### config.mk
export PLATFORM = sky130hd
export DESIGN_NAME = dva_sqrt
export DESIGN_NICKNAME = d
export VERILOG_FILES = /design/src/hw/rtl/dva_pkg.sv /design/src/hw/rtl/dva_sqrt.sv
export SDC_FILE = /design/constraint.sdc
export NUM_CORES = 2
export LEC_CHECK = 0
export ABC_CLOCK_PERIOD_IN_PS = 3950
export BUFFER_PORTS_ARGS = -buffer_cell sky130_fd_sc_hd__buf_2
export CAP_MARGIN = 20
export CORE_UTILIZATION = 60
export DETAILED_ROUTE_END_ITERATION = 10
export GPL_TIMING_DRIVEN = 0
export PLACE_DENSITY = 0.76
export SLEW_MARGIN = 0
export SYNTH_ARGS = -nofsm -noshare
export SYNTH_HDL_FRONTEND = slang
export SYNTH_SLANG_ARGS = --single-unit
### constraint.sdc
create_clock -name clk_i -period 3.95 [get_ports clk_i]
set_clock_uncertainty 0.15 [all_clocks]
set_input_delay 0.1975 -clock clk_i [delete_from_list [all_inputs] [get_ports clk_i]]
set_output_delay 0.1975 -clock clk_i [all_outputs]
set_load 0.005 [all_outputs]
### src/hw/rtl/dva_pkg.sv
package dva_pkg;

  // Field and datapath widths.
  localparam int COORD_BITS    = 24;
  localparam int DIFF_BITS     = COORD_BITS + 1;
  localparam int SQ_BITS       = 2 * COORD_BITS + 1;
  localparam int SUM_BITS      = SQ_BITS + 1;
  localparam int DIST_BITS     = 25;
  localparam int ROOT_STAGES   = SUM_BITS / 2;
  localparam int SREM_BITS     = DIST_BITS + 2;
  localparam int GAIN_BITS     = 17;
  localparam int NEAR_BITS     = 22;
  localparam int SPAN_BITS     = NEAR_BITS + 1;
  localparam int PROD_BITS     = GAIN_BITS + SPAN_BITS;
  localparam int DIV_STAGES    = GAIN_BITS;
  localparam int CFG_IDX_BITS  = 2;
  localparam int CFG_DATA_BITS = NEAR_BITS;

  localparam logic [GAIN_BITS-1:0] VOLUME_MAX   = GAIN_BITS'(65536);
  localparam logic [SPAN_BITS-1:0] NEAR_FAR_GAP = SPAN_BITS'(3);

  // Register indexes of the configuration port.
  typedef enum logic [CFG_IDX_BITS-1:0] {
    REG_ENABLE      = 2'd0,
    REG_BASE_VOLUME = 2'd1,
    REG_NEAR        = 2'd2,
    REG_FAR         = 2'd3
  } cfg_reg_e;

  // How the gain of one word is formed.
  typedef enum logic [1:0] {
    GAIN_ZERO,
    GAIN_FULL,
    GAIN_DIV
  } gain_mode_e;

  typedef struct packed {
    logic signed [COORD_BITS-1:0] source_x;
    logic signed [COORD_BITS-1:0] source_y;
    logic signed [COORD_BITS-1:0] source_z;
    logic signed [COORD_BITS-1:0] listener_x;
    logic signed [COORD_BITS-1:0] listener_y;
    logic signed [COORD_BITS-1:0] listener_z;
  } in_word_t;

  typedef struct packed {
    logic [DIST_BITS-1:0] distance;
    logic [GAIN_BITS-1:0] gain;
  } out_word_t;

  typedef struct packed {
    logic                 enable;
    logic [GAIN_BITS-1:0] volume;
    logic [NEAR_BITS-1:0] near_distance;
    logic [NEAR_BITS-1:0] far_distance;
  } cfg_t;

endpackage

### src/hw/rtl/dva_sqrt.sv
module dva_sqrt
  import dva_pkg::*;
(
  input  logic                 clk_i,
  input  logic                 rst_ni,
  input  logic                 en_i,
  input  logic                 valid_i,
  input  logic [SUM_BITS-1:0]  rad_i,
  output logic                 valid_o,
  output logic [DIST_BITS-1:0] root_o
);

  logic                 v_q    [ROOT_STAGES];
  logic [SUM_BITS-1:0]  rad_q  [ROOT_STAGES];
  logic [SREM_BITS-1:0] rem_q  [ROOT_STAGES];
  logic [DIST_BITS-1:0] root_q [ROOT_STAGES];

  // One result bit per stage, restoring method.
  for (genvar k = 0; k < ROOT_STAGES; k++) begin : g_stage
    logic                 v_in;
    logic [SUM_BITS-1:0]  rad_in;
    logic [SREM_BITS-1:0] rem_in;
    logic [DIST_BITS-1:0] root_in;
    logic [SREM_BITS+1:0] rem_sh, trial;
    logic [SREM_BITS-1:0] rem_d;
    logic [DIST_BITS-1:0] root_d;

    if (k == 0) begin : g_first
      assign v_in    = valid_i;
      assign rad_in  = rad_i;
      assign rem_in  = '0;
      assign root_in = '0;
    end else begin : g_next
      assign v_in    = v_q[k-1];
      assign rad_in  = rad_q[k-1];
      assign rem_in  = rem_q[k-1];
      assign root_in = root_q[k-1];
    end

    always_comb begin
      rem_sh = {rem_in, rad_in[SUM_BITS-1 -: 2]};
      trial  = {1'b0, root_in, 2'b01};
      if (rem_sh >= trial) begin
        rem_d  = SREM_BITS'(rem_sh - trial);
        root_d = {root_in[DIST_BITS-2:0], 1'b1};
      end else begin
        rem_d  = rem_sh[SREM_BITS-1:0];
        root_d = {root_in[DIST_BITS-2:0], 1'b0};
      end
    end

    always_ff @(posedge clk_i or negedge rst_ni) begin
      if (!rst_ni) begin
        v_q[k] <= 1'b0;
      end else if (en_i) begin
        v_q[k] <= v_in;
      end
    end

    always_ff @(posedge clk_i) begin
      if (en_i) begin
        rad_q[k]  <= {rad_in[SUM_BITS-3:0], 2'b00};
        rem_q[k]  <= rem_d;
        root_q[k] <= root_d;
      end
    end
  end

  assign valid_o = v_q[ROOT_STAGES-1];
  assign root_o  = root_q[ROOT_STAGES-1];

endmodule

[Word level (Yosys, flattened, before mapping)]
Memories as Yosys holds them, arrays and structs flattened.
Index checks and enable logic that the tools add are counted.
Widths: inputs -> output; s select.
Storage, ports and cells
  flip-flop bits (word level): 25
  latch bits: 0
  bits in writable memories: 2500
  bits in read-only memories: 0
  input port bits: 54
  output and inout port bits: 26
  memories kept: 3
Cells by class
  $add $sub $neg: 25
  $mul: 0
  div/mod/pow operators: 0
  magnitude comparators: 25
  equality and inequality tests: 0
  shift-type cells: 0
  muxes and demuxes: 52
  bitwise gates (word level): 0
  reductions and logical operators: 0
Memory list
  rad_q: depth 25, width 48, rd ports 24, clocked after memory_dff 0, write ports 25, line dva_sqrt.sv:14  | logic [SUM_BITS-1:0] rad_q [ROOT_STAGES];
  rem_q: depth 25, width 27, rd ports 24, clocked after memory_dff 0, write ports 25, line dva_sqrt.sv:15  | logic [SREM_BITS-1:0] rem_q [ROOT_STAGES];
  root_q: depth 25, width 25, rd ports 25, clocked after memory_dff 0, write ports 25, line dva_sqrt.sv:16  | logic [DIST_BITS-1:0] root_q [ROOT_STAGES];
Operators with widths (number)
  $ge 29x27->1: 24
  $mux 27: 25
  $sub 27x27->27: 24
  $mux 1: 27
  $sub 2x1->3 const B: 1
  $ge 2x1->1 const B: 1

[Depth between registers and ports, before layout]
An unclocked memory read counts as a cell.
  word-level depth: 3
  depth in mapped cells: 14
  mapped depth without buffers: 13

[Worst setup path after synthesis]
OpenSTA, ideal clock, no wires.
  path type: reg-to-reg
  start: memory rem_q[2][3] (netlist name)
  end: memory rem_q[2][50] (netlist name) (data pin)
  library setup time: 0.259 ns
  arrival time: 2.746 ns
  required time: 3.541 ns
  slack: 0.795 ns
  stages on the path, launching flop included: 11
  buffers on the path: 0
  clock period less this slack: 3.155 ns
  cell sequence: edfxtp_1 -> ha_1 -> o21ai_2 -> a21oi_2 -> a31oi_2 -> o31ai_4 -> a31oi_2 -> o21a_1 -> or4_4 -> or4b_4 -> xnor2_2
RTL lines (line)
  start: declaration: dva_sqrt.sv:15

==> impl_metrics.ini <==
[status]
status = complete, no violations

[power]
ir_drop_mv = 0.504
p_total_mw = 44.7
p_leak_nw = 31.1
power.density_nw_per_um2 = 552

[final_layout]
utilization_pct = 68.3
drive_gt1_share_pct = 8.61
syn_to_final_growth_pct = 12.4
multi_input_area_sq_um = 23300
n_antenna_cell = 0
ff_latch_area_sq_um = 46700
num-nets-final = 6212
final_cell_area_sq_um = 80900
fill_cells = 8217

[yosys]
synth_ff_type = edfxtp_1
syn_inst = 5447
synth.ff_latch_count = 1561
ys_seq_area_share_pct = 64.9
syn_nets = 5853
async_flop_share_pct = 1.60
synth_edf_count = 1536
synth_commonest_cells = 1536 x edfxtp_1, 428 x inv_1, 375 x nand2_1
yosysTopAreaCell = edfxtp_1
syn_area_sq_um = 72000
synth.area.top_cells = edfxtp_1 64%, ha_1 6.1%, xnor2_1 3.2%
avgSynthCellArea_sq_um = 13.2
synth_top_area_share_pct = 64.1
yosysUniqueCellTypes = 105
synth.most_common_cell = edfxtp_1
ys_warn_count = 0

[routing]
wl_um = 140000
vias = 43000
ant_nets = 0
wl_per_cell_um = 18.6
dr.pass1.iters = 6
drt_drc_violations_left = 0
via_per_inst = 5.71
drt_iter0_drc = 3285

[clock_tree]
cts_buffers = 159
root_buffer = clkbuf_16
cts.sinks = 1561
htreeDepth = 4
clock_latency_ns = 0.80
clkTransAtPathRegs_ns = 0.06
cts_buffer_depth = 3
cts_tree = built

[job]
drv_cap = 0

[floorplanning]
dieHeight_um = 348
start_util_pct = 60.7
fp.dieW_um = 348
dieArea_sq_um = 121000
coreArea_sq_um = 119000
pin_count = 80
num_rows = 126

[placed_design]
dp.final_hpwl_um = 97400
io_buffer_count = 79
dpl-instance-area_sq_um = 74700
gp_congestion = 0.925

[min_path]
hold_path.class = in2reg

[critical_path]
crit_top_cell = o211ai_1
cp_cell_sequence = ha_1, o21a_1, nor4_1, o21bai_1, o211ai_1, o211ai_1, a41o_1, nor3_1, buf_2, inv_2, mux2_1
cp_max_fo = 10
slowest_delay_ns = 0.41
required_ns = 4.34
worst_setup_path_end_kind = flop
cp-start-kind = flop
critPathKind = reg2reg
arrival_ns = 4.17
crit_path_top_delay_cell = edfxtp_1

[timing]
worst_hold_slack_ns = 0.0770
worstMarginPinSlew_ns = 1.02
finalMaxSlewViolations = 0
slew_headroom_pct = 31.8
fin_crit_sh_pct = 95.8
fmax_mhz = 264
finalSetupViolCount = 0
finalHoldViolations = 0
post-route-min-period_ns = 3.78

[grt]
grt_max_degree = 194
grt_pass1_vias = 42000
grt_pass1_wl_um = 221000
grtUsageTotal_pct = 23.2
antenna_found_initial = 0
overflow = 0
## area by class of cell
| type | count | area share (%) |
|---|---|---|
| plain buffers | 88 | 0.470 |
| inverters | 436 | 2.02 |
| flip-flops and latches | 1561 | 57.8 |
| multi-input cells | 3362 | 28.8 |
| clock buffers | 193 | 5.11 |
| repair buffers | 198 | 2.19 |
| well taps | 1600 | 2.47 |
| clock inverters | 96 | 1.19 |
## sequential cells by signal, indices dropped and copies added, names as in the netlist
register and count:
rem_q 611, rad_q 600, root_q 325, g_stage.v_in 24, valid_o 1
## routing by layer
layer | vias to the layer above | routed length (um) | global-route usage (%)
met5 | - | 0 | 0
met4 | 0 | 5010 | 9.50
met3 | 243 | 6370 | 3.28
met2 | 1140 | 71200 | 40.5
met1 | 20800 | 57800 | 29.1
li1 | 20900 | - | -
## cells in the final DEF (no fill, tap or decap), drive strengths merged, types with 27 or more instances in the layout
cell type	synthesis	layout
clkbuf	50	245
buf	38	131
xnor2	263	263
inv	436	446
o31ai	27	27
nand3	69	69
nor2	288	288
o211ai	28	28
or3	53	53
and3	31	31
nor4	88	88
edfxtp	1536	1536
clkinv	0	68
or2	32	32
nand2	377	377
o21a	66	66
nor3	150	150
a21o	125	125
or4	37	37
nor2b	60	60
xor2	241	241
a21oi	296	296
mux2	80	80
dlygate4sd3	0	103
ha	352	352
nand4	52	52
a31oi	30	30
o21ai	312	312
nand2b	69	69
## critical path, delay by kind of cell, from the launching register on
family                   cells  cell delay, ns
buffers and inverters        2            0.44
flip-flops                   1            0.41
adder cells (fa/ha/maj)      1            0.37
AND/OR/NAND/NOR              2            0.53
AO/OA/AOI/OAI                5            1.29
multiplexers                 1            0.34
## final timing paths
kind,slack (ns),endpoint,from,cells past startpoint
max in group asynchronous,2.97,g_stage[12].v_in$_DFFE_PN0P_,rst_ni,4
worst min register to register,0.26,rad_q[0][222]$_DFFE_PP_,rad_q[0][172]$_DFFE_PP_,0
worst min-delay path,0.08,rad_q[0][30]$_DFFE_PP_,rad_i[30],2
worst max register to register,0.17,rem_q[2][4]$_DFFE_PP_,rem_q[1][189]$_DFFE_PP_,11
worst max-delay path,0.17,rem_q[2][4]$_DFFE_PP_,rem_q[1][189]$_DFFE_PP_,11
min in group asynchronous,0.26,g_stage[2].v_in$_DFFE_PN0P_,rst_ni,3
## through the flow
| stage | instances | TNS, ns | setup WS [ns] |
|---|---|---|---|
| global placement | 7126 | - | -20.72 |
| CTS | 7528 | 0 | 0.0216 |
| finish | 7534 | 0 | 0.167 |
| detailed placement | 7136 | -1.83 | -0.106 |
| floorplan | 5447 | 0 | 0.795 |
| global route | 7534 | -0.0256 | -0.0256 |
## report_power, final
part | internal, mW | switching, mW | total [mW]
logic | 3.40 | 4.53 | 7.93
registers | 20.8 | 1.32 | 22.1
clock network | 8.32 | 6.31 | 14.6
## what timing repair did
action | in CTS | in global routing
endpoints found under the setup margin | 25 | 105
buffers inserted | 0 | 3
cloned | 0 | 1
hold endpoints to repair | 121 | 0
hold buffers | 103 | 0
resized for setup | 3 | 25
pin swaps | 0 | 3
## logic make-up (layout without fill, tap and decap cells)
logic type      count (synthesis)  in the layout  synth area share [%]
compound gates               1034           1034                  8.89
xor+xnor                      504            504                  6.15
fa+ha+maj                     352            352                  6.12
buf+inv                       524           1011                  2.78
flops                        1561           1561                  64.9
mux                            89             89                  1.38
other cells                     1              1               0.00521
simple gates                 1382           1382                  9.75
No activity file was read; power rests on OpenSTA's default activity.
