## src/hw/rtl/dva_pkg.sv

```systemverilog
package dva_pkg;

  // Field and datapath widths.
  localparam int COORD_BITS    = 24;
  localparam int DIFF_BITS     = COORD_BITS + 1;
  localparam int SQ_BITS       = 2 * COORD_BITS + 1;
  localparam int SUM_BITS      = SQ_BITS + 1;
  localparam int DIST_BITS     = 25;
  localparam int ROOT_STAGES   = SUM_BITS / 2;
  localparam int SREM_BITS     = DIST_BITS + 2;
  localparam int GAIN_BITS     = 17;
  localparam int NEAR_BITS     = 22;
  localparam int SPAN_BITS     = NEAR_BITS + 1;
  localparam int PROD_BITS     = GAIN_BITS + SPAN_BITS;
  localparam int DIV_STAGES    = GAIN_BITS;
  localparam int CFG_IDX_BITS  = 2;
  localparam int CFG_DATA_BITS = NEAR_BITS;

  localparam logic [GAIN_BITS-1:0] VOLUME_MAX   = GAIN_BITS'(65536);
  localparam logic [SPAN_BITS-1:0] NEAR_FAR_GAP = SPAN_BITS'(3);

  // Register indexes of the configuration port.
  typedef enum logic [CFG_IDX_BITS-1:0] {
    REG_ENABLE      = 2'd0,
    REG_BASE_VOLUME = 2'd1,
    REG_NEAR        = 2'd2,
    REG_FAR         = 2'd3
  } cfg_reg_e;

  // How the gain of one word is formed.
  typedef enum logic [1:0] {
    GAIN_ZERO,
    GAIN_FULL,
    GAIN_DIV
  } gain_mode_e;

  typedef struct packed {
    logic signed [COORD_BITS-1:0] source_x;
    logic signed [COORD_BITS-1:0] source_y;
    logic signed [COORD_BITS-1:0] source_z;
    logic signed [COORD_BITS-1:0] listener_x;
    logic signed [COORD_BITS-1:0] listener_y;
    logic signed [COORD_BITS-1:0] listener_z;
  } in_word_t;

  typedef struct packed {
    logic [DIST_BITS-1:0] distance;
    logic [GAIN_BITS-1:0] gain;
  } out_word_t;

  typedef struct packed {
    logic                 enable;
    logic [GAIN_BITS-1:0] volume;
    logic [NEAR_BITS-1:0] near_distance;
    logic [NEAR_BITS-1:0] far_distance;
  } cfg_t;

endpackage

```

## src/hw/rtl/dva_dist.sv

```systemverilog
module dva_dist
  import dva_pkg::*;
(
  input  logic                clk_i,
  input  logic                rst_ni,
  input  logic                en_i,
  input  logic                valid_i,
  input  in_word_t            word_i,
  output logic                valid_o,
  output logic [SUM_BITS-1:0] sum_o
);

  logic signed [DIFF_BITS-1:0] dx, dy, dz;
  logic [DIFF_BITS-1:0] ax_d, ay_d, az_d, ax_q, ay_q, az_q;
  logic [SQ_BITS-1:0]   sx_q, sy_q, sz_q;
  logic [2*DIFF_BITS-1:0] px, py, pz;
  logic [SUM_BITS-1:0]  sum_q;
  logic [2:0]           v_q;

  // Absolute coordinate differences.
  always_comb begin
    dx = DIFF_BITS'(word_i.listener_x) - DIFF_BITS'(word_i.source_x);
    dy = DIFF_BITS'(word_i.listener_y) - DIFF_BITS'(word_i.source_y);
    dz = DIFF_BITS'(word_i.listener_z) - DIFF_BITS'(word_i.source_z);
    ax_d = dx[DIFF_BITS-1] ? DIFF_BITS'(-dx) : DIFF_BITS'(dx);
    ay_d = dy[DIFF_BITS-1] ? DIFF_BITS'(-dy) : DIFF_BITS'(dy);
    az_d = dz[DIFF_BITS-1] ? DIFF_BITS'(-dz) : DIFF_BITS'(dz);
  end

  // Squares of the differences.
  always_comb begin
    px = ax_q * ax_q;
    py = ay_q * ay_q;
    pz = az_q * az_q;
  end

  always_ff @(posedge clk_i or negedge rst_ni) begin
    if (!rst_ni) begin
      v_q <= '0;
    end else if (en_i) begin
      v_q <= {v_q[1:0], valid_i};
    end
  end

  always_ff @(posedge clk_i) begin
    if (en_i) begin
      ax_q  <= ax_d;
      ay_q  <= ay_d;
      az_q  <= az_d;
      sx_q  <= px[SQ_BITS-1:0];
      sy_q  <= py[SQ_BITS-1:0];
      sz_q  <= pz[SQ_BITS-1:0];
      sum_q <= SUM_BITS'(sx_q) + SUM_BITS'(sy_q) + SUM_BITS'(sz_q);
    end
  end

  assign valid_o = v_q[2];
  assign sum_o   = sum_q;

endmodule

```

## config.mk

```make
export PLATFORM = sky130hd
export DESIGN_NAME = dva_dist
export DESIGN_NICKNAME = d
export VERILOG_FILES = /design/src/hw/rtl/dva_pkg.sv /design/src/hw/rtl/dva_dist.sv
export SDC_FILE = /design/constraint.sdc
export NUM_CORES = 2
export LEC_CHECK = 0
export BUFFER_PORTS_ARGS = -buffer_cell sky130_fd_sc_hd__buf_2
export CAP_MARGIN = 40
export CORE_MARGIN = 4
export CORE_UTILIZATION = 55
export CTS_CLUSTER_SIZE = 8
export DETAILED_ROUTE_END_ITERATION = 6
export MAX_ROUTING_LAYER = met4
export PLACE_DENSITY = 0.72
export SLEW_MARGIN = 10
export SYNTH_ARGS = -nofsm -noshare
export SYNTH_HDL_FRONTEND = slang
export SYNTH_SLANG_ARGS = --single-unit
```

## constraint.sdc

```tcl
create_clock -name clk_i -period 8.7 [get_ports clk_i]
set_input_delay 0.435 -clock clk_i [delete_from_list [all_inputs] [get_ports clk_i]]
set_output_delay 0.435 -clock clk_i [all_outputs]
set_load 0.03 [all_outputs]
```

======== Word-level counts from Yosys, hierarchy flattened ========
Cells that the tools add are included.
storage, ports and cells
  flip-flop bits (word level) ............. 275
  bits of input ports ..................... 148
  output and inout bits ................... 51
operators by class
  add/sub/neg operators ................... 8
  multiply operators ...................... 3
  multiplexer cells ....................... 3
operator list
  kind            count
  $mul 25x25->49  3
  $neg 25->25     3
  $sub 24x24->25  3
  $mux 24         3
  $add 49x49->50  1
  $add 50x49->50  1

======== Logic depth before layout (Yosys ltp) ========
  depth after elaboration ................. 3
  depth in mapped cells ................... 30
  mapped depth without buffers ............ 28

======== Worst setup path after synthesis ========
Ideal clock, no wire load.
  path kind ............................... reg-to-reg
  start ................................... reg ay_q[2]
  end ..................................... reg sy_q[48] (data pin)
  data arrival time ....................... 7.132 ns
  setup slack ............................. 1.308 ns
  cell stages (with the launch flop) ...... 30
  clock period less this slack ............ 7.392 ns
  cells stage by stage .................... edfxtp_1 > clkbuf_1 > clkbuf_1 > nand2_1 > fa_1 > inv_1 > fa_1 > inv_1 > fa_1 > inv_1 > fa_1 > inv_1 > fa_1 > inv_1 > fa_1 > inv_1 > fa_1 > inv_1 > ha_1 > a21o_1 > a21o_1 > a221o_1 > nand2_1 > o21ai_0 > a31oi_1 > o21ai_0 > a31oi_1 > o21ai_0 > a21oi_1 > xnor2_1
between the ends
  cells in the longest elaborated chain, start to end .. 1
ends and longest elaborated chain
  what                    RTL line        source
  from (decl)             dva_dist.sv:14  logic [DIFF_BITS-1:0] ax_d, ay_d, az_d, ax_q, ay_q, az_q;
  from (signal assigned)  dva_dist.sv:48  ay_q <= ay_d;
  $mul 25x25->49          dva_dist.sv:33  py = ay_q * ay_q;
  via py[48]              dva_dist.sv:16  logic [2*DIFF_BITS-1:0] px, py, pz;
  to (signal assigned)    dva_dist.sv:51  sy_q <= py[SQ_BITS-1:0];
  to (decl)               dva_dist.sv:15  logic [SQ_BITS-1:0] sx_q, sy_q, sz_q;
The timed path passes the listed nets, and every way through them passes these cells.
A chain may end at the register's enable or synchronous reset.

======== Worst setup path after layout ========
  start ................................... reg ay_q[3]
  end ..................................... reg sy_q[47] (data pin)
Same word-level chain as after synthesis.

==> results.md <==
- The most used flip-flop cell after synthesis is sky130_fd_sc_hd__edfxtp_1.
- From left edge to right edge, the die measures 364 µm.
- 199 I/O pins were placed.
- The worst setup path is launched from a register.
- The aggregate negative setup slack is 0 ps.
- The worst path in the final design needs a cycle of 8270 ps, including I/O delays and setup.
- Yosys printed 0 warnings.
- The number of endpoints with negative hold slack in the final report is 0.
- The number of global-route vias before repair was 53.8k.
- The number of buffers created by CTS is 45.
- Based on the critical path, the design can be clocked at up to 0.121 GHz.
- The clock slew at the register clock pins of the worst setup and hold paths is 50 ps.
- CTS saw 272 sinks.
- The placed wire-length estimate after detailed placement is 144000 µm.
- After the last flow step, the layout net total stands at 9746.
- The critical setup path kind is reg2reg.
- A synthesized cell averages 9.51 µm².
- The transition time at the pin with the least slew margin is 939 ps.
- The height of the die is 364 µm.
- The maximum fanout encountered on the critical timing path is 12.
- The number of flops mapped to enable cells by yosys is 269.
- The initial antenna violation count is 2.
- Sequential cells were found to cover 11.7% of the synthesized design area.
- The min-delay analysis places its worst path in the category in2reg.
- Relative to the synthesized area, the layout overhead comes to 6.57%.
- The clock tree skew after final layout is 48.1 ps.
- The total setup violations reported at the end of the flow is 0.
- The global-route wire length before repair is 278000 µm.
- After floorplanning, the core was divided into 130 placement rows.
- The core footprint is 0.126 mm².
- The headroom to the max-slew limit is 37.4%.
- Dividing the final minimum period by the clock period gives 95.0%.
- The post-synthesis cell type count is 77.
- The final route contains 49.4k vias.
- The number of maximum-capacitance constraint violations is 0.
- The fraction of final layout cells with drive strength greater than 1 is 5.29%.
- The number of pins with negative max-slew slack in the final report is 0.
- At the later pin of the worst-skew pair, clock insertion delay measures 650 ps.
- In this run, synthesis produced a sequential element count of 272.
- The worst setup path is captured at a register.
- The number of iterations in the first detailed-routing pass is 5.
- The synthesized netlist occupies a cell area of 0.0695 mm².
- The clock tree root driver cell is sky130_fd_sc_hd__clkbuf_16.
- The routed via count divided by cell count is 5.40.
- Data on the critical path is required at its endpoint by 9080 ps.
- The routed wirelength normalized by instance count is 18.5 µm.
- Once the floorplan was initialized, standard cells occupied 55.4% of the core.
- The deepest clock path buffer count is 3.
- Wires add up to 169000 µm.
- The number of input and output port buffers inserted is 198.
- The congestion estimate from routability-driven global placement came to 0.985.
- The residual antenna-violating net count after detailed routing is 0.
- Data arrives at the worst endpoint at 8650 ps.
- After synthesis, the share of flip-flops with an asynchronous set or reset is 1.10%.
- The remaining routing DRC violations is 0.
- Setup repair after global routing left no endpoint under its margin.
- The H-tree was split into 2 levels.
- The post-cts sizing count is 0.
- For this run the aggregate overflow at the end of global routing stands at 0.
- The iteration-0 DRC count of the detailed router is 3291.
- The die covers 0.132 mm².
- The run finished with clean final reports.
- The synthesized instance count is 7309.
- Entering global routing, the biggest net connects 147 pins.
- The global routing usage summed across all routing layers is 27.4%.
- The TritonCTS clock tree is built.
-- final timing paths --
path / endpoint / slack [ps] / startpoint / cells after the start
setup / recovery: sy_q[47] / 430 / ay_q[3] / 27
hold / removal: v_q[0] / 60 / valid_i / 2
setup reg to reg: sy_q[47] / 430 / ay_q[3] / 27
hold reg to reg: v_q[2] / 510 / v_q[1] / 1
max in group asynchronous: v_q[0] / 8450 / rst_ni / 2
min in group asynchronous: v_q[0] / 140 / rst_ni / 2
-- layer usage --
metal	global-route usage, %	share of wire, %	vias up	routed length [µm]
li1	-	-	22400	-
met1	35.1	41	25000	69300
met2	45.2	48	1648	82000
met3	3.64	6.6	344	11200
met4	9.40	4.1	0	6970
met5	-	0	-	0
-- final cells by class --
cell class                 instances  area [µm²]
tap                             1650        2060
fill                           10700       51500
sequential                       272        8150
inverter                        2090        7850
multi-input combinational       4759       52800
clock inverter                    15         245
antenna                            2        5.00
clock buffer                      49        1140
timing repair buffer             303        1820
-- placed cells by master (no fill, tap or decap), types with 6 or more instances in the layout --
master                      Yosys  routed
sky130_fd_sc_hd__a221o_1        8       8
sky130_fd_sc_hd__a31oi_1       39      39
sky130_fd_sc_hd__a21o_1       136     136
sky130_fd_sc_hd__buf_2          1     198
sky130_fd_sc_hd__o21bai_1      34      34
sky130_fd_sc_hd__a211o_1        8       8
sky130_fd_sc_hd__mux2_2         7       7
sky130_fd_sc_hd__xor2_1       114     114
sky130_fd_sc_hd__nor4_1         7       7
sky130_fd_sc_hd__clkbuf_16      0      45
sky130_fd_sc_hd__a311oi_1       6       6
sky130_fd_sc_hd__nand2_1      609     609
sky130_fd_sc_hd__o31a_1         8       8
sky130_fd_sc_hd__ha_1         677     677
sky130_fd_sc_hd__nor3_1        40      40
sky130_fd_sc_hd__and4_1         7       7
sky130_fd_sc_hd__o21ai_0      120     120
sky130_fd_sc_hd__o21a_1        39      39
sky130_fd_sc_hd__or3_1         11      11
sky130_fd_sc_hd__nand3_1       56      56
sky130_fd_sc_hd__edfxtp_1     269     269
sky130_fd_sc_hd__a221oi_1       9       9
sky130_fd_sc_hd__nand4_1       37      37
sky130_fd_sc_hd__mux2i_1        7       7
sky130_fd_sc_hd__a211oi_1      30      30
sky130_fd_sc_hd__xnor2_1      211     211
sky130_fd_sc_hd__and2_1       375     375
sky130_fd_sc_hd__buf_4          1     101
sky130_fd_sc_hd__a21oi_1      239     239
sky130_fd_sc_hd__fa_1        1450    1450
sky130_fd_sc_hd__and3_1        29      29
sky130_fd_sc_hd__a31o_2         9       9
sky130_fd_sc_hd__nor2_1       240     240
sky130_fd_sc_hd__a21boi_0       6       6
sky130_fd_sc_hd__o31ai_1       12      12
sky130_fd_sc_hd__inv_1       2090    2090
sky130_fd_sc_hd__or2_2         14      14
sky130_fd_sc_hd__nor2b_1       38      38
sky130_fd_sc_hd__nand2b_1      29      29
sky130_fd_sc_hd__o211ai_1      22      22
-- worst max-delay path, cell delays in order, from the launching register on --
cell and delay [ps]:
sky130_fd_sc_hd__edfxtp_1 610, sky130_fd_sc_hd__buf_4 310, sky130_fd_sc_hd__inv_1 150, sky130_fd_sc_hd__nor2_1 270
sky130_fd_sc_hd__inv_1 110, sky130_fd_sc_hd__fa_1 540, sky130_fd_sc_hd__inv_1 50, sky130_fd_sc_hd__fa_1 510
sky130_fd_sc_hd__fa_1 560, sky130_fd_sc_hd__ha_1 150, sky130_fd_sc_hd__inv_1 50, sky130_fd_sc_hd__fa_1 470
sky130_fd_sc_hd__inv_1 60, sky130_fd_sc_hd__fa_1 560, sky130_fd_sc_hd__fa_1 430, sky130_fd_sc_hd__ha_1 390
sky130_fd_sc_hd__nand3_1 110, sky130_fd_sc_hd__o211ai_1 240, sky130_fd_sc_hd__a21oi_1 130, sky130_fd_sc_hd__o211ai_1 180
sky130_fd_sc_hd__o21ba_2 220, sky130_fd_sc_hd__o31ai_1 560, sky130_fd_sc_hd__a2111oi_0 260, sky130_fd_sc_hd__buf_4 210
sky130_fd_sc_hd__nor3_1 310, sky130_fd_sc_hd__a31oi_1 150, sky130_fd_sc_hd__o31ai_1 320, sky130_fd_sc_hd__xor2_1 100
-- cell families (layout without fill, tap and decap cells) --
logic type | after synthesis | count (layout) | share of synthesized area (%)
AO/OA/AOI/OAI | 776 | 776 | 7.24
XOR/XNOR | 325 | 325 | 4.09
adder cells (fa/ha/maj) | 2127 | 2127 | 53.9
buffers and inverters | 2280 | 2457 | 12.3
flip-flops | 272 | 272 | 11.7
multiplexers | 14 | 14 | 0.214
other | 1 | 5 | 0.00539
AND/OR/NAND/NOR | 1514 | 1514 | 10.5
-- repair_timing --
action / 4_1_cts / 5_1_grt
endpoints found under the hold margin: 3 / 0
hold buffers: 1 / 0
setup buffers: 0 / 0
-- cell usage after synthesis (all sizes together), types with 9 or more instances --
cell type / number / area [µm²]
inv: 2090 / 7850
nand4: 37 / 231
and3: 29 / 181
o31ai: 12 / 90.1
xnor2: 211 / 1850
a211oi: 31 / 238
or3: 11 / 68.8
o21a: 39 / 293
clkbuf: 185 / 694
a21oi: 240 / 1200
a21o: 136 / 1020
a221oi: 9 / 78.8
a31oi: 39 / 244
and2: 375 / 2350
edfxtp: 269 / 8080
o21ai: 125 / 626
nand2: 609 / 2290
nor2: 240 / 901
nor2b: 38 / 238
a31o: 9 / 78.8
or2: 17 / 106
fa: 1450 / 29000
o211ai: 22 / 165
o21bai: 34 / 255
nand3: 56 / 280
nor3: 40 / 200
xor2: 114 / 998
ha: 677 / 8470
nand2b: 29 / 181
-- flip-flops by register name (all words and copies together) (netlist names) --
name,flops
ax_q,25
sx_q,48
ay_q,25
sum_o,50
sy_q,48
sz_q,48
az_q,25
v_q,3
-- per-stage QoR --
stage               utilization, %  setup WS, ps  instance area [µm²]  hold slack, ps  std cells
floorplan                        -          1310                69500             139       7311
global placement              57.9           789                72700             230       9071
detailed placement            57.9           648                72700             232       9073
CTS                           59.0           586                74100            14.1       9138
global route                  59.0           230                74100            42.4       9138
finish                        59.0           433                74100            57.3       9140
Power is left out: the tool's default activity adds up to more than one toggle a clock period on the data nets, which glitch-free logic cannot reach.
