==> src/hw/rtl/dva_pkg.sv <==
package dva_pkg;

  // Field and datapath widths.
  localparam int COORD_BITS    = 24;
  localparam int DIFF_BITS     = COORD_BITS + 1;
  localparam int SQ_BITS       = 2 * COORD_BITS + 1;
  localparam int SUM_BITS      = SQ_BITS + 1;
  localparam int DIST_BITS     = 25;
  localparam int ROOT_STAGES   = SUM_BITS / 2;
  localparam int SREM_BITS     = DIST_BITS + 2;
  localparam int GAIN_BITS     = 17;
  localparam int NEAR_BITS     = 22;
  localparam int SPAN_BITS     = NEAR_BITS + 1;
  localparam int PROD_BITS     = GAIN_BITS + SPAN_BITS;
  localparam int DIV_STAGES    = GAIN_BITS;
  localparam int CFG_IDX_BITS  = 2;
  localparam int CFG_DATA_BITS = NEAR_BITS;

  localparam logic [GAIN_BITS-1:0] VOLUME_MAX   = GAIN_BITS'(65536);
  localparam logic [SPAN_BITS-1:0] NEAR_FAR_GAP = SPAN_BITS'(3);

  // Register indexes of the configuration port.
  typedef enum logic [CFG_IDX_BITS-1:0] {
    REG_ENABLE      = 2'd0,
    REG_BASE_VOLUME = 2'd1,
    REG_NEAR        = 2'd2,
    REG_FAR         = 2'd3
  } cfg_reg_e;

  // How the gain of one word is formed.
  typedef enum logic [1:0] {
    GAIN_ZERO,
    GAIN_FULL,
    GAIN_DIV
  } gain_mode_e;

  typedef struct packed {
    logic signed [COORD_BITS-1:0] source_x;
    logic signed [COORD_BITS-1:0] source_y;
    logic signed [COORD_BITS-1:0] source_z;
    logic signed [COORD_BITS-1:0] listener_x;
    logic signed [COORD_BITS-1:0] listener_y;
    logic signed [COORD_BITS-1:0] listener_z;
  } in_word_t;

  typedef struct packed {
    logic [DIST_BITS-1:0] distance;
    logic [GAIN_BITS-1:0] gain;
  } out_word_t;

  typedef struct packed {
    logic                 enable;
    logic [GAIN_BITS-1:0] volume;
    logic [NEAR_BITS-1:0] near_distance;
    logic [NEAR_BITS-1:0] far_distance;
  } cfg_t;

endpackage

==> src/hw/rtl/dva_gain.sv <==
module dva_gain
  import dva_pkg::*;
(
  input  logic                 clk_i,
  input  logic                 rst_ni,
  input  logic                 en_i,
  input  cfg_t                 cfg_i,
  input  logic                 valid_i,
  input  logic [DIST_BITS-1:0] dist_i,
  output logic                 valid_o,
  output out_word_t            word_o
);

  logic [SPAN_BITS-1:0] near_gap, far_eff;
  gain_mode_e           mode_d, mode_a_q, mode_b_q;
  logic [SPAN_BITS-1:0] diff_d, diff_a_q, den_a_q, den_b_q;
  logic [GAIN_BITS-1:0] vol_a_q, vol_b_q;
  logic [DIST_BITS-1:0] dist_a_q, dist_b_q;
  logic [PROD_BITS-1:0] prod_b_q;
  logic                 v_a_q, v_b_q;

  // Classify the distance against the near and effective far bounds.
  always_comb begin
    near_gap = SPAN_BITS'(cfg_i.near_distance) + NEAR_FAR_GAP;
    far_eff  = (SPAN_BITS'(cfg_i.far_distance) < near_gap) ? near_gap
                                                           : SPAN_BITS'(cfg_i.far_distance);
    diff_d   = far_eff - dist_i[SPAN_BITS-1:0];
    if (!cfg_i.enable || cfg_i.volume == '0) begin
      mode_d = GAIN_ZERO;
    end else if (dist_i <= DIST_BITS'(cfg_i.near_distance)) begin
      mode_d = GAIN_FULL;
    end else if (dist_i >= DIST_BITS'(far_eff)) begin
      mode_d = GAIN_ZERO;
    end else begin
      mode_d = GAIN_DIV;
    end
  end

  always_ff @(posedge clk_i or negedge rst_ni) begin
    if (!rst_ni) begin
      v_a_q <= 1'b0;
      v_b_q <= 1'b0;
    end else if (en_i) begin
      v_a_q <= valid_i;
      v_b_q <= v_a_q;
    end
  end

  // Classification stage, then the numerator product.
  always_ff @(posedge clk_i) begin
    if (en_i) begin
      mode_a_q <= mode_d;
      diff_a_q <= diff_d;
      den_a_q  <= far_eff - SPAN_BITS'(cfg_i.near_distance);
      vol_a_q  <= cfg_i.volume;
      dist_a_q <= dist_i;
      mode_b_q <= mode_a_q;
      prod_b_q <= vol_a_q * diff_a_q;
      den_b_q  <= den_a_q;
      vol_b_q  <= vol_a_q;
      dist_b_q <= dist_a_q;
    end
  end

  logic                 dv_q    [DIV_STAGES];
  gain_mode_e           dmode_q [DIV_STAGES];
  logic [SPAN_BITS-1:0] dden_q  [DIV_STAGES];
  logic [SPAN_BITS-1:0] drem_q  [DIV_STAGES];
  logic [GAIN_BITS-1:0] dlo_q   [DIV_STAGES];
  logic [GAIN_BITS-1:0] dquo_q  [DIV_STAGES];
  logic [GAIN_BITS-1:0] dvol_q  [DIV_STAGES];
  logic [DIST_BITS-1:0] ddist_q [DIV_STAGES];

  // Restoring division, one quotient bit per stage. The quotient is below
  // the volume, so the upper product bits start out below the divisor.
  for (genvar k = 0; k < DIV_STAGES; k++) begin : g_div
    logic                 v_in;
    gain_mode_e           mode_in;
    logic [SPAN_BITS-1:0] den_in, rem_in;
    logic [GAIN_BITS-1:0] lo_in, quo_in, vol_in;
    logic [DIST_BITS-1:0] dist_in;
    logic [SPAN_BITS:0]   rem_sh;
    logic [SPAN_BITS-1:0] rem_d;
    logic                 qbit;

    if (k == 0) begin : g_first
      assign v_in    = v_b_q;
      assign mode_in = mode_b_q;
      assign den_in  = den_b_q;
      assign rem_in  = prod_b_q[PROD_BITS-1:GAIN_BITS];
      assign lo_in   = prod_b_q[GAIN_BITS-1:0];
      assign quo_in  = '0;
      assign vol_in  = vol_b_q;
      assign dist_in = dist_b_q;
    end else begin : g_next
      assign v_in    = dv_q[k-1];
      assign mode_in = dmode_q[k-1];
      assign den_in  = dden_q[k-1];
      assign rem_in  = drem_q[k-1];
      assign lo_in   = dlo_q[k-1];
      assign quo_in  = dquo_q[k-1];
      assign vol_in  = dvol_q[k-1];
      assign dist_in = ddist_q[k-1];
    end

    always_comb begin
      rem_sh = {rem_in, lo_in[GAIN_BITS-1]};
      qbit   = (rem_sh >= {1'b0, den_in});
      rem_d  = qbit ? SPAN_BITS'(rem_sh - {1'b0, den_in}) : rem_sh[SPAN_BITS-1:0];
    end

    always_ff @(posedge clk_i or negedge rst_ni) begin
      if (!rst_ni) begin
        dv_q[k] <= 1'b0;
      end else if (en_i) begin
        dv_q[k] <= v_in;
      end
    end

    always_ff @(posedge clk_i) begin
      if (en_i) begin
        dmode_q[k] <= mode_in;
        dden_q[k]  <= den_in;
        drem_q[k]  <= rem_d;
        dlo_q[k]   <= {lo_in[GAIN_BITS-2:0], 1'b0};
        dquo_q[k]  <= {quo_in[GAIN_BITS-2:0], qbit};
        dvol_q[k]  <= vol_in;
        ddist_q[k] <= dist_in;
      end
    end
  end

  // Final gain selection.
  always_comb begin
    word_o.distance = ddist_q[DIV_STAGES-1];
    case (dmode_q[DIV_STAGES-1])
      GAIN_FULL: word_o.gain = dvol_q[DIV_STAGES-1];
      GAIN_DIV:  word_o.gain = dquo_q[DIV_STAGES-1];
      default:   word_o.gain = '0;
    endcase
  end

  assign valid_o = dv_q[DIV_STAGES-1];

endmodule

==> config.mk <==
export PLATFORM = sky130hd
export DESIGN_NAME = dva_gain
export DESIGN_NICKNAME = d
export VERILOG_FILES = /design/src/hw/rtl/dva_pkg.sv /design/src/hw/rtl/dva_gain.sv
export SDC_FILE = /design/constraint.sdc
export NUM_CORES = 2
export LEC_CHECK = 0
export ABC_AREA = 1
export ABC_CLOCK_PERIOD_IN_PS = 15700
export BUFFER_PORTS_ARGS = -buffer_cell sky130_fd_sc_hd__buf_2
export CAP_MARGIN = 20
export CORE_ASPECT_RATIO = 1.4
export CORE_UTILIZATION = 30
export CTS_BUF_LIST = sky130_fd_sc_hd__clkbuf_4 sky130_fd_sc_hd__clkbuf_8
export CTS_CLUSTER_SIZE = 20
export DETAILED_ROUTE_END_ITERATION = 10
export GPL_TIMING_DRIVEN = 0
export HOLD_SLACK_MARGIN = 0.03
export PLACE_DENSITY = 0.52
export SLEW_MARGIN = 20
export SYNTH_ARGS = -nofsm -noshare
export SYNTH_HDL_FRONTEND = slang
export SYNTH_SLANG_ARGS = --single-unit
==> constraint.sdc <==
create_clock -name clk_i -period 15.7 [get_ports clk_i]
set_clock_uncertainty 0.05 [all_clocks]
set_input_delay 0.785 -clock clk_i [delete_from_list [all_inputs] [get_ports clk_i]]
set_output_delay 0.785 -clock clk_i [all_outputs]
set_load 0.01 [all_outputs]
======== After elaboration in Yosys (flattened, before gate mapping) ========
Memories as Yosys holds them, arrays and structs flattened.
Index checks and enable logic that the tools add are counted.
word-level totals
  memories ................................ 7
  register bits ........................... 216
  input port bits ......................... 91
  bits in writable memories ............... 2,091
operators by class
  multiply operators ...................... 1
  $lt $le $gt $ge ......................... 20
  multiplexer cells ....................... 23
  add/sub/neg operators ................... 20
  reductions and logical operators ........ 4
  eq/ne operators ......................... 2
memory list
  name         words  width  rd ports  clocked after memory_dff  write ports  line            text
  ddist_q      17     25     17        0                         17           dva_gain.sv:72  logic [DIST_BITS-1:0] ddist_q [DIV_STAGES];
  dden_q       17     23     16        0                         17           dva_gain.sv:67  logic [SPAN_BITS-1:0] dden_q [DIV_STAGES];
  drem_q       17     23     16        0                         17           dva_gain.sv:68  logic [SPAN_BITS-1:0] drem_q [DIV_STAGES];
  dquo_q       17     17     17        0                         17           dva_gain.sv:70  logic [GAIN_BITS-1:0] dquo_q [DIV_STAGES];
  dvol_q       17     17     17        0                         17           dva_gain.sv:71  logic [GAIN_BITS-1:0] dvol_q [DIV_STAGES];
  dlo_q        17     16     16        0                         17           dva_gain.sv:69  logic [GAIN_BITS-1:0] dlo_q [DIV_STAGES];
  +1 memories  --     --     --        --                        --           --
operators by type and width
  cell                   number
  $mux 23                18
  $sub 23x23->23         18
  $ge 24x23->1           17
  $mul 17x23->40         1
  $pmux 17 s2            1
  $ge 25x23->1           1
  $le 25x22->1           1
  $add 22x2->23 const B  1
  $lt 22x23->1           1
  $sub 23x22->23         1
  $logic_not 17->1       1
  $mux 1                 3
  $eq 2x1->1 const B     1
  $eq 2x2->1 const B     1
  $mux 2                 1
  $reduce_or 2->1        1
  $logic_not 1->1        1
  $logic_or 1x1->1       1

======== Depth between registers and ports, before layout ========
  depth in word-level cells ............... 6
  gate-level depth with buffers ........... 32

======== Worst setup path after synthesis ========
Ideal clock, no wire load.
  kind .................................... register to register
  from .................................... reg diff_a_q[15]
  to ...................................... reg prod_b_q[31] (data pin)
  cell stages (with the launch flop) ...... 24
  arrival ................................. 5.299 ns
  data required time ...................... 15.398 ns
  buffers on the path ..................... 2
  clock period less this slack ............ 5.602 ns
  setup slack ............................. 10.098 ns
  cells stage by stage .................... edfxtp_1 > clkbuf_1 > clkbuf_1 > nand2_1 > fa_1 > inv_1 > fa_1 > inv_1 > fa_1 > inv_1 > fa_1 > fa_1 > inv_1 > fa_1 > inv_1 > ha_1 > a21oi_1 > o21ai_0 > a21oi_1 > nor2_1 > nor2_1 > nand2_1 > nand2_1 > nand2_1
on the way
  word-level cells in the longest chain between the ends .. 1
RTL lines
  item                    line            text
  start, declared         dva_gain.sv:16  logic [SPAN_BITS-1:0] diff_d, diff_a_q, den_a_q, den_b_q;
  start signal, assigned  dva_gain.sv:53  diff_a_q <= diff_d;
  $mul 17x23->40          dva_gain.sv:58  prod_b_q <= vol_a_q * diff_a_q;
  end signal, assigned    dva_gain.sv:58
  end, declared           dva_gain.sv:19  logic [PROD_BITS-1:0] prod_b_q;
Every way passes these cells.
A chain may end at the register's enable or synchronous reset.

======== Final worst setup path ========
  from .................................... reg diff_a_q[15]
  to ...................................... reg prod_b_q[39] (data pin)
Same word-level chain as after synthesis.

==> impl_metrics.py <==
metrics = {
    "run": {
        "maxCapViolCount": 0,
    },
    "routing": {
        "vias_per_cell": 4.43,
        "dr.pass1.iters": 6,
        "avgRoutedWirePerCell_um": 18.6,
        "routed_wl_um": 327000,
        "vias": 77991,
        "drt_iter0_drc": 3847,
        "antenna_left": 0,
        "remaining_drc_errors": 0,
    },
    "floorplanning": {
        "dieArea_um2": 378000,
        "die_w_um": 520,
        "die_h_um": 727,
        "ios": 134,
        "initial_core_util_pct": 30.2,
        "core_area_um2": 373000,
        "row_count": 265,
    },
    "synthesis": {
        "async_reset_ff_share_pct": 0.955,
        "synth_edf_count": 1970,
        "synth_top_area_cell": "edfxtp_1",
        "synth_area_leaders": "edfxtp_1 (53%), nand2_1 (12%), inv_1 (8.3%)",
        "yosysWarnings": 0,
        "syn-num-nets": 12932,
        "synthCells": 11891,
        "synth_top_area_share_pct": 52.5,
        "seq_area_frac_synth_pct": 53.0,
        "syn_area_um2": 113000,
        "ys.flop_type": "edfxtp_1",
        "ys_types": 46,
        "postSynthAreaPerCell_um2": 9.47,
        "ys_ff_latch": 1989,
    },
    "place": {
        "gp_congestion": 0.936,
        "pre_cts_ws_ns": 8.28,
        "place_hpwl_um": 261000,
        "numPortBuffers": 133,
        "place_area_um2": 120000,
    },
    "timing": {
        "final_hold_viol_count": 0,
        "rsz0062_at_grt": "false",
        "finalSetupTns_ns": 0,
        "fmax_ghz": 0.137,
        "finalCritPeriodShare_pct": 46.7,
        "tightest_slew_ns": 1.02,
        "relSlewSlack_pct": 31.9,
        "setup_viol": 0,
        "setup_ws_ns": 8.38,
        "layout_min_cycle_time_ns": 7.32,
        "slew_violations": 0,
    },
    "clocking": {
        "clock-root-buffer": "clkbuf_8",
        "cts_made_buffers": 334,
        "cts_max_level": 5,
        "cts_buffer_depth": 4,
        "path_clk_slew_ns": 0.06,
        "clock-sinks": 1989,
        "cts_resized": 0,
        "cts_tree": "built",
        "clk-insertion-delay-late_ns": 1.07,
    },
    "final_layout": {
        "final_common_cell": "nand2_1",
        "multiInputGateArea_um2": 42600,
        "drive_above_1_share_pct": 7.00,
        "finalInstanceArea_um2": 127000,
        "seq_area_um2": 59600,
        "fill_cells": 38669,
        "nNetsFinal": 13462,
        "synthToLayoutAreaGrowth_pct": 12.9,
        "final_cell_mix": "nand2_1 (3,592), inv_1 (2,501), edfxtp_1 (1,970)",
    },
    "worst_setup_path": {
        "ff2ff_setup_slack_ns": 8.38,
        "cp_max_fo": 10,
        "r2r-end": "prod_b_q[39]",
        "reg2reg_from": "diff_a_q[15]",
        "critPathCaptureType": "register",
        "worstSetupPathType": "register to register",
        "critical_path_arrival_ns": 8.09,
        "r2r.worst_path.cells": 23,
        "critPathLaunchType": "register",
        "cp_data_required_time_ns": 16.47,
    },
    "grt": {
        "grt_util_met2_pct": 35.0,
        "busiest_layer": "met2",
        "track_usage_pct": 17.1,
        "grt_pass1_wl_um": 484000,
        "grt_pass1_vias": 80844,
        "grt_use_met3_pct": 2.12,
        "grt_overflow_total": 0,
        "antenna_found_initial": 5,
        "grt_max_degree": 139,
        "met1_usage_pct": 14.9,
    },
    "outcome": {
        "outcome": "finished, final reports clean",
    },
    "min_path": {
        "holdCritPathClass": "input port to async pin",
    },
}
==> per-stage QoR <==
stage	utilization (%)	hold slack, ns	instances
after floorplan	-	0.350	11891
after global placement	32.1	0.350	16963
after detailed placement	32.2	0.355	16979
after CTS	34.1	0.0526	17617
after global routing	34.1	0.122	17620
final	34.1	0.175	17622
==> synthesized netlist by cell type (3+ instances only) <==
master / number
o21bai_1: 43
a21oi_1: 361
fa_1: 332
buf_4: 12
o21ai_2: 12
nand4_2: 14
nor3_1: 55
nor3_2: 9
o21ai_1: 58
buf_6: 32
nand2_4: 5
nor2_2: 27
dfrtp_1: 19
xnor2_1: 37
nand2_2: 44
nand2_1: 3592
nand4_1: 251
nor2_1: 612
edfxtp_1: 1970
ha_1: 618
and3_1: 4
nand3b_1: 92
o21ai_0: 252
inv_1: 2501
nand3_1: 505
and2_1: 34
buf_1: 8
nand3_2: 9
o211ai_1: 3
buf_2: 19
xor2_1: 187
clkbuf_1: 112
or2_2: 11
nor4_1: 16
nor2_4: 8
o21a_1: 7
a21o_1: 6
nand4_4: 3
==> worst max-delay path by stage <==
stage,to,start,cells past startpoint
after floorplan,prod_b_q[31],diff_a_q[15],23
after global placement,dden_q[0][232],en_i,1
after detailed placement,prod_b_q[39],diff_a_q[15],23
after CTS,prod_b_q[39],diff_a_q[15],23
after global routing,prod_b_q[39],diff_a_q[15],23
final,prod_b_q[39],diff_a_q[15],23
==> cell families (layout without fill, tap and decap cells) <==
group	after synthesis	in the layout	synth area share [%]
compound gates	745	745	3.49
xor+xnor	224	224	1.74
fa+ha+maj	950	950	12.8
buf+inv	2688	3475	9.25
flops	1989	1989	53.0
mux	1	1	0.0100
other cells	0	5	0
simple gates	5294	5294	19.8
==> what timing repair did <==
action / CTS / global route
setup endpoints to repair: 0 / 0
hold buffers: 45 / 0
endpoints found under the hold margin: 128 / 0
setup buffers: 0 / 0
==> worst max-delay path: stages, from the launching register on <==
cell	delay, ns
edfxtp_1	0.33
clkbuf_1	0.57
clkbuf_1	0.78
nand2_1	0.18
fa_1	0.58
inv_1	0.06
fa_1	0.52
inv_1	0.05
fa_1	0.50
inv_1	0.05
fa_1	0.46
fa_1	0.54
inv_1	0.05
fa_1	0.69
inv_1	0.08
ha_1	0.38
a21oi_1	0.30
o21ai_0	0.23
a21oi_1	0.26
nand2_1	0.08
nand2_1	0.12
nand3_1	0.09
nand2_1	0.06
nand2_1	0.07
==> sequential cells by signal, indices dropped and copies added, names as in the netlist <==
register and cells:
g_div.vol_in 17, dlo_q 136, prod_b_q 40, valid_o 1
g_div.v_in 17, diff_a_q 23, mode_a_q 2, dvol_q 289
drem_q 368, dmode_q 34, vol_a_q 17, g_div.mode_in 2
den_a_q 23, dden_q 368, v_a_q 1, dist_a_q 25
den_b_q 23, dist_b_q 25, ddist_q 425, dquo_q 153
==> layer usage <==
layer	routed length, µm	vias up
met5	21	-
met4	26400	4
met3	9840	814
met2	186000	1528
met1	105000	36492
li1	-	39153
==> layout make-up <==
cell class | count | share of cell area, %
Buffer | 186 | 0.807
Inverter | 2502 | 7.39
Multi-Input combinational cell | 7214 | 33.5
Timing Repair Buffer | 194 | 1.24
Sequential cell | 1989 | 46.9
Clock inverter | 140 | 0.950
Clock buffer | 453 | 4.34
Antenna cell | 5 | 0.00984
Tap cell | 4939 | 4.86
Power is not shown: default switching activity piles up to over one toggle a cycle in this logic, so the estimate is an artifact.
